<file path="src/rtl/fkp_pkg.sv">
// Shared types and constants of the five-key press classifier.
package fkp_pkg;

    localparam int KEY_COUNT  = 5;
    localparam int HOLD_W     = 8;
    localparam int VOL_W      = 7;
    localparam int CMD_W      = 3;
    localparam int SLOT_COUNT = 5;
    localparam int CFG_ADDR_W = 2;
    localparam int CFG_DATA_W = 8;
    localparam int S_TDATA_W  = 16;
    localparam int M_TDATA_W  = 16;

    // Key positions in key_levels (key n sits at bit n-1)
    localparam int KEY_2 = 1;
    localparam int KEY_3 = 2;
    localparam int KEY_4 = 3;
    localparam int KEY_5 = 4;

    // Result slots in emission order
    localparam int SLOT_KEY2     = 0;
    localparam int SLOT_STOP_REC = 1;
    localparam int SLOT_KEY3     = 2;
    localparam int SLOT_KEY4     = 3;
    localparam int SLOT_KEY5     = 4;

    // Configuration register indexes
    localparam logic [CFG_ADDR_W-1:0] CFG_LONG_PRESS_TICKS = 2'd0;
    localparam logic [CFG_ADDR_W-1:0] CFG_VOLUME_STEP      = 2'd1;
    localparam logic [CFG_ADDR_W-1:0] CFG_VOLUME_CEILING   = 2'd2;

    localparam logic [HOLD_W-1:0] LONG_PRESS_TICKS_RST = 8'd25;
    localparam logic [VOL_W-1:0]  VOLUME_STEP_RST      = 7'd5;
    localparam logic [VOL_W-1:0]  VOLUME_CEILING_RST   = 7'd100;

    typedef enum logic [CMD_W-1:0] {
        CMD_TOGGLE_PLAY     = 3'd0,
        CMD_STOP_ALARM      = 3'd1,
        CMD_STOP_REC        = 3'd2,
        CMD_NEXT            = 3'd3,
        CMD_PREVIOUS        = 3'd4,
        CMD_START_RAW       = 3'd5,
        CMD_START_RESAMPLED = 3'd6,
        CMD_SET_VOLUME      = 3'd7
    } cmd_t;

    typedef struct packed {
        logic [HOLD_W-1:0] long_press_ticks;
        logic [VOL_W-1:0]  volume_step;
        logic [VOL_W-1:0]  volume_ceiling;
    } cfg_t;

    typedef struct packed {
        cmd_t             command;
        logic [VOL_W-1:0] new_volume;
    } result_t;

endpackage

</file>
<file path="src/rtl/fkp_keys.sv">
// Per-key edge and hold tracking, and the command slots that one tick produces.
module fkp_keys (
    input  logic                          aclk,
    input  logic                          aresetn,
    input  logic                          load,
    input  logic [fkp_pkg::KEY_COUNT-1:0] key_levels,
    input  logic                          alarm_playing,
    input  logic                          recording_active,
    input  logic [fkp_pkg::VOL_W-1:0]     current_volume,
    input  fkp_pkg::cfg_t                 cfg,
    output logic [fkp_pkg::SLOT_COUNT-1:0] slot_valid,
    output fkp_pkg::result_t              slot_data [fkp_pkg::SLOT_COUNT]
);
    import fkp_pkg::*;

    logic              level_reg [KEY_COUNT];
    logic              level_next [KEY_COUNT];
    logic [HOLD_W-1:0] hold_reg [KEY_COUNT];
    logic [HOLD_W-1:0] hold_next [KEY_COUNT];
    logic              long_fired_reg [KEY_COUNT];
    logic              long_fired_next [KEY_COUNT];
    logic              stop_consumed_reg;
    logic              stop_consumed_next;

    logic [KEY_COUNT-1:0] press_ev;
    logic [KEY_COUNT-1:0] hold_ev;
    logic [KEY_COUNT-1:0] fire_ev;
    logic [KEY_COUNT-1:0] short_rel;
    logic [HOLD_W-1:0]    hold_inc [KEY_COUNT];

    logic [VOL_W:0]   vol_sum;
    logic [VOL_W-1:0] vol_up;
    logic [VOL_W-1:0] vol_mid;
    logic [VOL_W-1:0] vol_down;

    always_comb begin
        for (int i = 0; i < KEY_COUNT; i++) begin
            press_ev[i]  = key_levels[i] & ~level_reg[i];
            hold_ev[i]   = key_levels[i] & level_reg[i];
            short_rel[i] = ~key_levels[i] & level_reg[i] & ~long_fired_reg[i];
            // count up, saturate at the threshold
            hold_inc[i]  = (hold_reg[i] < cfg.long_press_ticks) ? hold_reg[i] + 8'd1
                                                                 : hold_reg[i];
            fire_ev[i]   = hold_ev[i] & (hold_inc[i] >= cfg.long_press_ticks)
                         & ~long_fired_reg[i];

            level_next[i] = key_levels[i];
            if (press_ev[i]) begin
                hold_next[i]       = '0;
                long_fired_next[i] = 1'b0;
            end else if (hold_ev[i]) begin
                hold_next[i]       = hold_inc[i];
                long_fired_next[i] = long_fired_reg[i] | fire_ev[i];
            end else begin
                hold_next[i]       = hold_reg[i];
                long_fired_next[i] = long_fired_reg[i];
            end
        end
        stop_consumed_next = press_ev[KEY_2] ? recording_active : stop_consumed_reg;
    end

    // Volume chain: key 3 raises first, key 5 lowers from that result
    always_comb begin
        vol_sum  = {1'b0, current_volume} + {1'b0, cfg.volume_step};
        vol_up   = (vol_sum < {1'b0, cfg.volume_ceiling}) ? vol_sum[VOL_W-1:0]
                                                          : cfg.volume_ceiling;
        vol_mid  = short_rel[KEY_3] ? vol_up : current_volume;
        vol_down = (vol_mid > cfg.volume_step) ? vol_mid - cfg.volume_step : '0;
    end

    always_comb begin
        slot_valid[SLOT_KEY2] = (press_ev[KEY_2] & alarm_playing)
                              | ((fire_ev[KEY_2] | short_rel[KEY_2]) & ~stop_consumed_reg);
        if (press_ev[KEY_2]) begin
            slot_data[SLOT_KEY2].command = CMD_STOP_ALARM;
        end else if (fire_ev[KEY_2]) begin
            slot_data[SLOT_KEY2].command = CMD_START_RAW;
        end else begin
            slot_data[SLOT_KEY2].command = CMD_START_RESAMPLED;
        end
        slot_data[SLOT_KEY2].new_volume = '0;

        slot_valid[SLOT_STOP_REC]           = press_ev[KEY_2] & recording_active;
        slot_data[SLOT_STOP_REC].command    = CMD_STOP_REC;
        slot_data[SLOT_STOP_REC].new_volume = '0;

        slot_valid[SLOT_KEY3]           = fire_ev[KEY_3] | short_rel[KEY_3];
        slot_data[SLOT_KEY3].command    = fire_ev[KEY_3] ? CMD_NEXT : CMD_SET_VOLUME;
        slot_data[SLOT_KEY3].new_volume = fire_ev[KEY_3] ? '0 : vol_up;

        slot_valid[SLOT_KEY4]           = press_ev[KEY_4];
        slot_data[SLOT_KEY4].command    = CMD_TOGGLE_PLAY;
        slot_data[SLOT_KEY4].new_volume = '0;

        slot_valid[SLOT_KEY5]           = fire_ev[KEY_5] | short_rel[KEY_5];
        slot_data[SLOT_KEY5].command    = fire_ev[KEY_5] ? CMD_PREVIOUS : CMD_SET_VOLUME;
        slot_data[SLOT_KEY5].new_volume = fire_ev[KEY_5] ? '0 : vol_down;
    end

    always_ff @(posedge aclk) begin
        if (!aresetn) begin
            for (int i = 0; i < KEY_COUNT; i++) begin
                level_reg[i]      <= 1'b0;
                hold_reg[i]       <= '0;
                long_fired_reg[i] <= 1'b0;
            end
            stop_consumed_reg <= 1'b0;
        end else if (load) begin
            for (int i = 0; i < KEY_COUNT; i++) begin
                level_reg[i]      <= level_next[i];
                hold_reg[i]       <= hold_next[i];
                long_fired_reg[i] <= long_fired_next[i];
            end
            stop_consumed_reg <= stop_consumed_next;
        end
    end

endmodule

</file>
<file path="src/rtl/fkp_out_buf.sv">
// Result register: holds the command slots of one tick and sends them out in order.
module fkp_out_buf (
    input  logic                           aclk,
    input  logic                           aresetn,
    input  logic                           load,
    input  logic [fkp_pkg::SLOT_COUNT-1:0] slot_valid,
    input  fkp_pkg::result_t               slot_data [fkp_pkg::SLOT_COUNT],
    output logic                           can_load,
    output logic                           out_valid,
    input  logic                           out_ready,
    output fkp_pkg::result_t               out_data,
    output logic                           out_last
);
    import fkp_pkg::*;

    logic [SLOT_COUNT-1:0] mask_reg;
    logic [SLOT_COUNT-1:0] mask_next;
    result_t               data_reg [SLOT_COUNT];
    logic [SLOT_COUNT-1:0] pick;
    logic [SLOT_COUNT-1:0] rest;
    logic                  xfer;

    always_comb begin
        // lowest pending slot goes first
        pick      = mask_reg & (~mask_reg + 1'b1);
        rest      = mask_reg & ~pick;
        out_valid = |mask_reg;
        out_last  = ~|rest;
        xfer      = out_valid & out_ready;
        can_load  = ~out_valid | (out_last & out_ready);
        out_data  = data_reg[0];
        for (int i = SLOT_COUNT - 1; i >= 0; i--) begin
            if (pick[i]) begin
                out_data = data_reg[i];
            end
        end
        if (load) begin
            mask_next = slot_valid;
        end else if (xfer) begin
            mask_next = rest;
        end else begin
            mask_next = mask_reg;
        end
    end

    always_ff @(posedge aclk) begin
        if (!aresetn) begin
            mask_reg <= '0;
        end else begin
            mask_reg <= mask_next;
        end
    end

    always_ff @(posedge aclk) begin
        if (load) begin
            for (int i = 0; i < SLOT_COUNT; i++) begin
                data_reg[i] <= slot_data[i];
            end
        end
    end

endmodule

</file>
<file path="src/rtl/five_key_press_classifier.sv">
// Top level of the five-key press classifier: config registers, key tracking, result register.
//
//  channel  | direction | handshake        | payload
//  s_       | in        | s_tvalid/tready  | s_tdata: key_levels, alarm_playing,
//           |           |                  |          recording_active, current_volume
//  m_       | out       | m_tvalid/tready  | m_tdata: command, new_volume; m_tlast: last
//  cfg_     | in        | cfg_we           | cfg_addr, cfg_wdata
//
// A tick is evaluated in the cycle it is accepted; its commands (zero to five) sit in
// the result register and leave one per cycle while m_tready is high, lowest key first.
// The next tick is taken in the cycle the last command of the previous one transfers.
// Reset (aresetn low, synchronous) releases all keys, clears hold state and restores
// the register defaults. A stall on m_ holds the current command and blocks s_.
module five_key_press_classifier (
    input  logic                            aclk,
    input  logic                            aresetn,
    input  logic                            s_tvalid,
    output logic                            s_tready,
    // [4:0] key_levels, [5] alarm_playing, [6] recording_active,
    // [13:7] current_volume, [15:14] zero
    input  logic [fkp_pkg::S_TDATA_W-1:0]   s_tdata,
    output logic                            m_tvalid,
    input  logic                            m_tready,
    // [2:0] command, [9:3] new_volume, [15:10] zero
    output logic [fkp_pkg::M_TDATA_W-1:0]   m_tdata,
    output logic                            m_tlast,
    input  logic                            cfg_we,
    input  logic [fkp_pkg::CFG_ADDR_W-1:0]  cfg_addr,
    input  logic [fkp_pkg::CFG_DATA_W-1:0]  cfg_wdata
);
    import fkp_pkg::*;

    cfg_t    cfg_reg;
    logic    load;
    logic    can_load;
    result_t out_data;

    logic [SLOT_COUNT-1:0] slot_valid;
    result_t               slot_data [SLOT_COUNT];

    always_ff @(posedge aclk) begin
        if (!aresetn) begin
            cfg_reg.long_press_ticks <= LONG_PRESS_TICKS_RST;
            cfg_reg.volume_step      <= VOLUME_STEP_RST;
            cfg_reg.volume_ceiling   <= VOLUME_CEILING_RST;
        end else if (cfg_we) begin
            // out-of-range index: drop the write
            unique case (cfg_addr)
                CFG_LONG_PRESS_TICKS: cfg_reg.long_press_ticks <= cfg_wdata;
                CFG_VOLUME_STEP:      cfg_reg.volume_step      <= cfg_wdata[VOL_W-1:0];
                CFG_VOLUME_CEILING:   cfg_reg.volume_ceiling   <= cfg_wdata[VOL_W-1:0];
                default: ;
            endcase
        end
    end

    assign s_tready = can_load;
    assign load     = s_tvalid & can_load;

    fkp_keys u_keys (
        .aclk             (aclk),
        .aresetn          (aresetn),
        .load             (load),
        .key_levels       (s_tdata[KEY_COUNT-1:0]),
        .alarm_playing    (s_tdata[KEY_COUNT]),
        .recording_active (s_tdata[KEY_COUNT+1]),
        .current_volume   (s_tdata[KEY_COUNT+2+VOL_W-1:KEY_COUNT+2]),
        .cfg              (cfg_reg),
        .slot_valid       (slot_valid),
        .slot_data        (slot_data)
    );

    fkp_out_buf u_out_buf (
        .aclk       (aclk),
        .aresetn    (aresetn),
        .load       (load),
        .slot_valid (slot_valid),
        .slot_data  (slot_data),
        .can_load   (can_load),
        .out_valid  (m_tvalid),
        .out_ready  (m_tready),
        .out_data   (out_data),
        .out_last   (m_tlast)
    );

    assign m_tdata = {{(M_TDATA_W - CMD_W - VOL_W){1'b0}}, out_data.new_volume,
                      out_data.command};

endmodule

</file>
<file path="config.mk">
export PLATFORM = sky130hd
export DESIGN_NAME = five_key_press_classifier
export DESIGN_NICKNAME = d
export VERILOG_FILES = /design/src/rtl/fkp_pkg.sv /design/src/rtl/fkp_keys.sv /design/src/rtl/fkp_out_buf.sv /design/src/rtl/five_key_press_classifier.sv
export SDC_FILE = /design/constraint.sdc
export NUM_CORES = 1
export LEC_CHECK = 0
export ABC_AREA = 1
export BUFFER_PORTS_ARGS = -buffer_cell sky130_fd_sc_hd__buf_2
export CAP_MARGIN = 20
export CORE_ASPECT_RATIO = 1.2
export CORE_UTILIZATION = 50
export DETAILED_ROUTE_END_ITERATION = 8
export MAX_ROUTING_LAYER = met4
export PLACE_DENSITY = 0.71
export SLEW_MARGIN = 20
export SYNTH_ARGS = -nofsm -noshare
export SYNTH_HDL_FRONTEND = slang
export SYNTH_SLANG_ARGS = --single-unit
</file>
<file path="constraint.sdc">
create_clock -name aclk -period 3.7 [get_ports aclk]
set_clock_uncertainty 0.05 [all_clocks]
set_input_delay 0 -clock aclk [delete_from_list [all_inputs] [get_ports aclk]]
set_output_delay 0 -clock aclk [all_outputs]
set_load 0.02 [all_outputs]
</file>
==> results of run 1 <==
==> repair_timing <==
action | CTS | global route
gates cloned | 0 | 0
hold buffers | 20 | 0
setup buffers | 2 | 5
hold endpoints to repair | 24 | 0
pin swaps | 7 | 19
resized for setup | 11 | 48
setup endpoints to repair | 7 | 7
==> layout make-up <==
cell class                      instances  area, um^2
Clock buffer                            9       225.2
Clock inverter                          7       98.84
Fill cell                            1016        4203
Inverter                              126       473.0
Multi-Input combinational cell        548        3562
Sequential cell                        78        2069
Tap cell                              157       196.4
Timing Repair Buffer                   97       685.7
==> metrics by stage <==
stage | util, % | power (uW) | TNS (ps) | instance area, um^2
after floorplan | - | 2693 | 0 | 5924
after global placement | 56.14 | 3168 | -101.4 | 6464
after detailed placement | 56.14 | 3253 | -706.8 | 6464
after CTS | 61.21 | 4250 | -69.55 | 7048
after global routing | 63.50 | 4667 | -1683 | 7311
final | 63.50 | 4338 | -524.2 | 7311
==> critical path, cell delays in order (launching register included) <==
cell and delay, ps:
dfxtp_2 340, ha_4 160, fa_2 370, nand4_1 160, nand4_1 130, nand2_1 120, inv_1 50, ha_2 160
a211o_1 300, a21oi_4 230, nand2_4 100, nand2_2 90, nand3_2 70, nand2_1 80, ha_2 180, inv_2 40
fa_2 360, nand2_2 100, o21ai_2 70, a21oi_2 130, o21bai_1 100, xor2_1 140, inv_1 60, nor2_1 40
==> report_power, final <==
part	switching (uW)	total [uW]	internal [uW]	leakage (uW)
Combinational	1290	2090	797	0.00265
Clock	359	952	593	0.000157
Sequential	131	1300	1170	0.000737
Total	1780	4340	2560	0.00355
==> per-layer routing <==
layer,GRT usage (%),up-vias
met5,-,-
met4,9.420,0
met3,3.514,36
met2,46.56,139
met1,28.76,2578
li1,-,2727
==> final timing paths <==
path,endpoint,startpoint
worst min-delay path,u_out_buf.data_reg[0][7],s_tdata[1]
worst max register to register,u_out_buf.data_reg[0][46],cfg_reg[7]
worst min register to register,u_keys.stop_consumed_reg,u_keys.stop_consumed_reg
worst max-delay path,u_out_buf.data_reg[0][46],cfg_reg[7]
==> cells in the mapped netlist (2+ instances only) <==
cell type | n | area [um^2]
nand2_1 | 171 | 641.9
inv_1 | 123 | 461.7
ha_1 | 68 | 850.8
nand3_1 | 60 | 300.3
nor2_1 | 60 | 225.2
a21oi_1 | 50 | 250.2
edfxtp_1 | 50 | 1501
dfxtp_1 | 28 | 560.5
o21ai_0 | 28 | 140.1
xor2_1 | 24 | 210.2
nand4_1 | 11 | 68.82
o211ai_1 | 9 | 67.56
a22o_1 | 7 | 61.31
clkbuf_1 | 7 | 26.28
nor3_1 | 7 | 35.03
buf_4 | 6 | 45.04
a21o_1 | 4 | 30.03
a21oi_2 | 4 | 35.03
nand2_2 | 4 | 25.02
o21a_1 | 4 | 30.03
a31oi_1 | 3 | 18.77
buf_2 | 3 | 15.01
clkinv_1 | 3 | 11.26
nor4_1 | 3 | 18.77
or2_2 | 3 | 18.77
xnor2_1 | 3 | 26.28
fa_1 | 2 | 40.04
nand2_4 | 2 | 22.52
o21ai_4 | 2 | 32.53
o21bai_1 | 2 | 15.01
==> cell families after synthesis <==
logic type      after synthesis  share of synthesized area, %
other cells                   1                       0.06353
flops                        78                         34.93
compound gates              118                         12.38
buf+inv                     142                         9.474
xor+xnor                     27                         4.006
simple gates                327                         24.06
fa+ha+maj                    70                         15.09
==> impl_metrics.yaml, run 1 <==
run_status:
  status: "finished, violations left"
  failed_checks: "negative setup slack"
power:
  cellPowerDensity_nw_per_um2: 593.4
  leakagePower_uw: 0.003547
  ir_worst_vdd_v: 0.0002656
worst_setup_path:
  worstPathMaxFanout: 4
  worst-r2r-setup-slack_ps: -180
  arrival_ps: 3920
  rr_worst_depth: 23
  startpoint_type: "flop"
  critPathKind: "flop to flop"
  endpoint_kind: "flop"
  required_ps: 3740
placed_design:
  dp_hpwl_mm: 11.28
  pre_cts_slack_ps: -176.9
  placed_cells: 979
  place.gp.congestion: 0.9648
  port-buffer-count: 40
clock_tree:
  path_clk_slew_ps: 60
  clk_path_buf_depth: 2
  cts_tree: "built"
  cts_root_buf: "clkbuf_16"
  htree_levels: 3
  cts_sinks: 78
  cts_buffers: 9
  worstSkewPairLatency_ps: 340
yosys:
  synth.distinct_cells: 42
  avgSynthCellArea_um2: 7.737
  seq_area_frac_synth_pct: 34.93
  synth_edf_count: 50
  synthCells: 763
  synth_top_flop_cell: "edfxtp_1"
  netlist_area_um2: 5903
  yosysWarnings: 0
  ys_seq_elements: 78
  async_flop_share_pct: 0
sta:
  setup_viol: 7
  hold_viol: 0
  slew_violations: 0
  fmax_ghz: 0.2574
  finalCritPeriodShare_pct: 105.0
  whs_ps: 13.94
  rsz0062_at_grt: "yes"
  tightest_slew_ps: 517.2
  slew_headroom_pct: 65.52
  fin_crit_ps: 3884
  finalWorstSetupSlack_ps: -184.3
floorplanning:
  initial_core_util_pct: 51.27
  die_area_um2: 12250
  die_width_um: 101.2
  ioPinCount: 50
  core-area_um2: 11510
  row_count: 43
  die_h_um: 121.0
finish:
  largest_reg_flops: 24
  diodes: 0
  fin_nets: 961
  layout_commonest_cell: "nand2_1"
  final_cells: 1022
  syn_to_final_growth_pct: 23.84
  layout_common_cells: "nand2_1 (161), inv_1 (122), nor2_1 (59), nand3_1 (56), ha_1 (56)"
  drive_above_1_share_pct: 18.73
grt:
  antenna_found_initial: 0
  gr-total-overflow: 0
  grt_pass1_vias: 5348
  grt_pass1_wl_mm: 24.04
  grt_max_degree: 31
  grt.total_usage_pct: 25.81
drt:
  top_layer_used: "met4"
  wl_met2_mm: 7.904
  routedWlPerCell_um: 14.77
  vias_per_cell: 5.362
  drcViolationCount: 0
  wl_mm: 15.10
  num_vias: 5480
  wl_met1_mm: 6.156
  met3_wirelength_um: 572
  drt-pass1-iter-count: 5
  drtAntennaViolNets: 0
  drt_iter0_markers: 239
hold_path:
  hold_depth: 3
  hold_class: "primary input to flop"
job:
  cap_violations: 0
No activity file was read; power rests on OpenSTA's default activity.
==> run 2: changes to the inputs <==
RECOVER_POWER = 50   (was default)
SKIP_CTS_REPAIR_TIMING = 1   (was default)
==> impl_metrics.yaml, run 2 (synthesis results as in run 1) <==
finish:
  final_cells: 1015
  finalCoreUtilization_pct: 62.33
  fill_cells: 1047
  fin_area_um2: 7177
  largest_reg_flops: 24
  layout_common_cells: "nand2_1 (161), inv_1 (122), nor2_1 (60), ha_1 (57), nand3_1 (54)"
  fin_nets: 954
  drive_above_1_share_pct: 16.20
  diodes: 0
  syn_to_final_growth_pct: 21.58
  layout_commonest_cell: "nand2_1"
hold_path:
  min_from: "cfg_addr[0]"
  hold_class: "primary input to flop"
drt:
  vias_per_cell: 5.312
  num_vias: 5392
  drcViolationCount: 2
  drtAntennaViolNets: 0
  drt-pass1-iter-count: 7
  wl_mm: 14.90
  routedWlPerCell_um: 14.68
  drt_iter0_markers: 264
placed_design:
  placed_area_um2: 6464
  port-buffer-count: 40
  place.gp.congestion: 0.9648
  placed_cells: 979
  dp_hpwl_mm: 11.28
sta:
  fin_crit_ps: 3862
  slew_violations: 0
  hold_viol: 0
  setup_viol: 7
  finalCritPeriodShare_pct: 104.4
  tightest_slew_ps: 1123
  slew_headroom_pct: 25.12
  rsz0062_at_grt: "yes"
  whs_ps: 9.778
  finalWorstSetupSlack_ps: -162.1
  fmax_ghz: 0.2589
worst_setup_path:
  required_ps: 3810
  worstPathMaxFanout: 7
  startpoint_type: "flop"
  crit_buf_inv: 3
  slowest_stage: "fa_2"
  cpLargestDelayFamily: "simple AND/OR/NAND/NOR gates"
  worstPathCellList: "ha_4 -> fa_2 -> nand4_1 -> nand4_1 -> nand2_1 -> inv_1 -> ha_2 -> a211o_1 -> a21oi_4 -> buf_4 -> nand3_2 -> nand3_2 -> nand2_2 -> ha_4 -> nand2_2 -> o21ai_4 -> buf_4 -> nand4_1 -> a31oi_2 -> nand2_2 -> nor3_1"
  worst-r2r-setup-slack_ps: -160
  reg2reg_from: "cfg_reg[7]"
  critPathKind: "flop to flop"
  endpoint_kind: "flop"
  max_stage_delay_ps: 410
  arrival_ps: 3970
  startpoint: "cfg_reg[7]"
power:
  leakagePower_uw: 0.003466
  ir_worst_vdd_v: 0.0002662
  cellPowerDensity_nw_per_um2: 599.6
  total_power_uw: 4304
run_status:
  failed_checks: "design-rule violations, negative setup slack"
  status: "finished, violations left"
floorplanning:
  ioPinCount: 50
  initial_core_util_pct: 51.27
  row_count: 43
  die_area_um2: 12250
  die_h_um: 121.0
  core-area_um2: 11510
  die_width_um: 101.2
grt:
  grt_max_degree: 31
  grt_pass1_wl_mm: 23.47
  grt.total_usage_pct: 25.27
  grt_pass1_vias: 5226
  antenna_found_initial: 0
  gr-total-overflow: 0
clock_tree:
  worstSkewPairLatency_ps: 340
  path_clk_slew_ps: 60
  htree_levels: 3
  cts_sinks: 78
  cts_buffers: 9
  cts_root_buf: "clkbuf_16"
  cts_tree: "built"
  clk_path_buf_depth: 2
job:
  cap_violations: 0
## run 2: per-stage QoR
stage,setup slack (ps),TNS [ps]
global placement,-40.78,-101.4
global route,-353.5,-2141
CTS,-205.8,-937.9
floorplan,7.655,0
finish,-162.1,-745.0
detailed placement,-176.9,-706.8
## run 2: power by group
part | switching [uW] | internal, uW | total [uW]
Clock | 366 | 593 | 959
Combinational | 1280 | 766 | 2050
Sequential | 127 | 1170 | 1300
Total | 1780 | 2530 | 4300
## run 2: path summary, 6_finish.rpt
check                                    to  depth (start not counted)
hold / removal                   cfg_reg[7]                          5
hold reg to reg    u_keys.stop_consumed_reg                          2
setup / recovery  u_out_buf.data_reg[0][42]                         21
setup reg to reg  u_out_buf.data_reg[0][42]                         21
## run 2: final cells by class
type / instances / area [um^2] / area share, %
well taps: 157 / 196.4 / 2.737
clock buffers: 9 / 225.2 / 3.138
repair buffers: 90 / 586.8 / 8.176
multi-input cells: 548 / 3533 / 49.23
flip-flops and latches: 78 / 2063 / 28.75
inverters: 126 / 473.0 / 6.590
clock inverters: 7 / 98.84 / 1.377
## run 2: worst min-delay path, delay by kind of cell
family                 cells  cell delay [ps]
and+or+nand+nor            3              200
buffers and inverters      2              150
## run 2: layer usage
metal,vias up,track usage (%),share of wire (%)
met4,0,9.511,2.6
met1,2559,28.30,42
met5,-,-,0
met3,28,3.456,2.4
met2,98,45.24,53
li1,2707,-,-
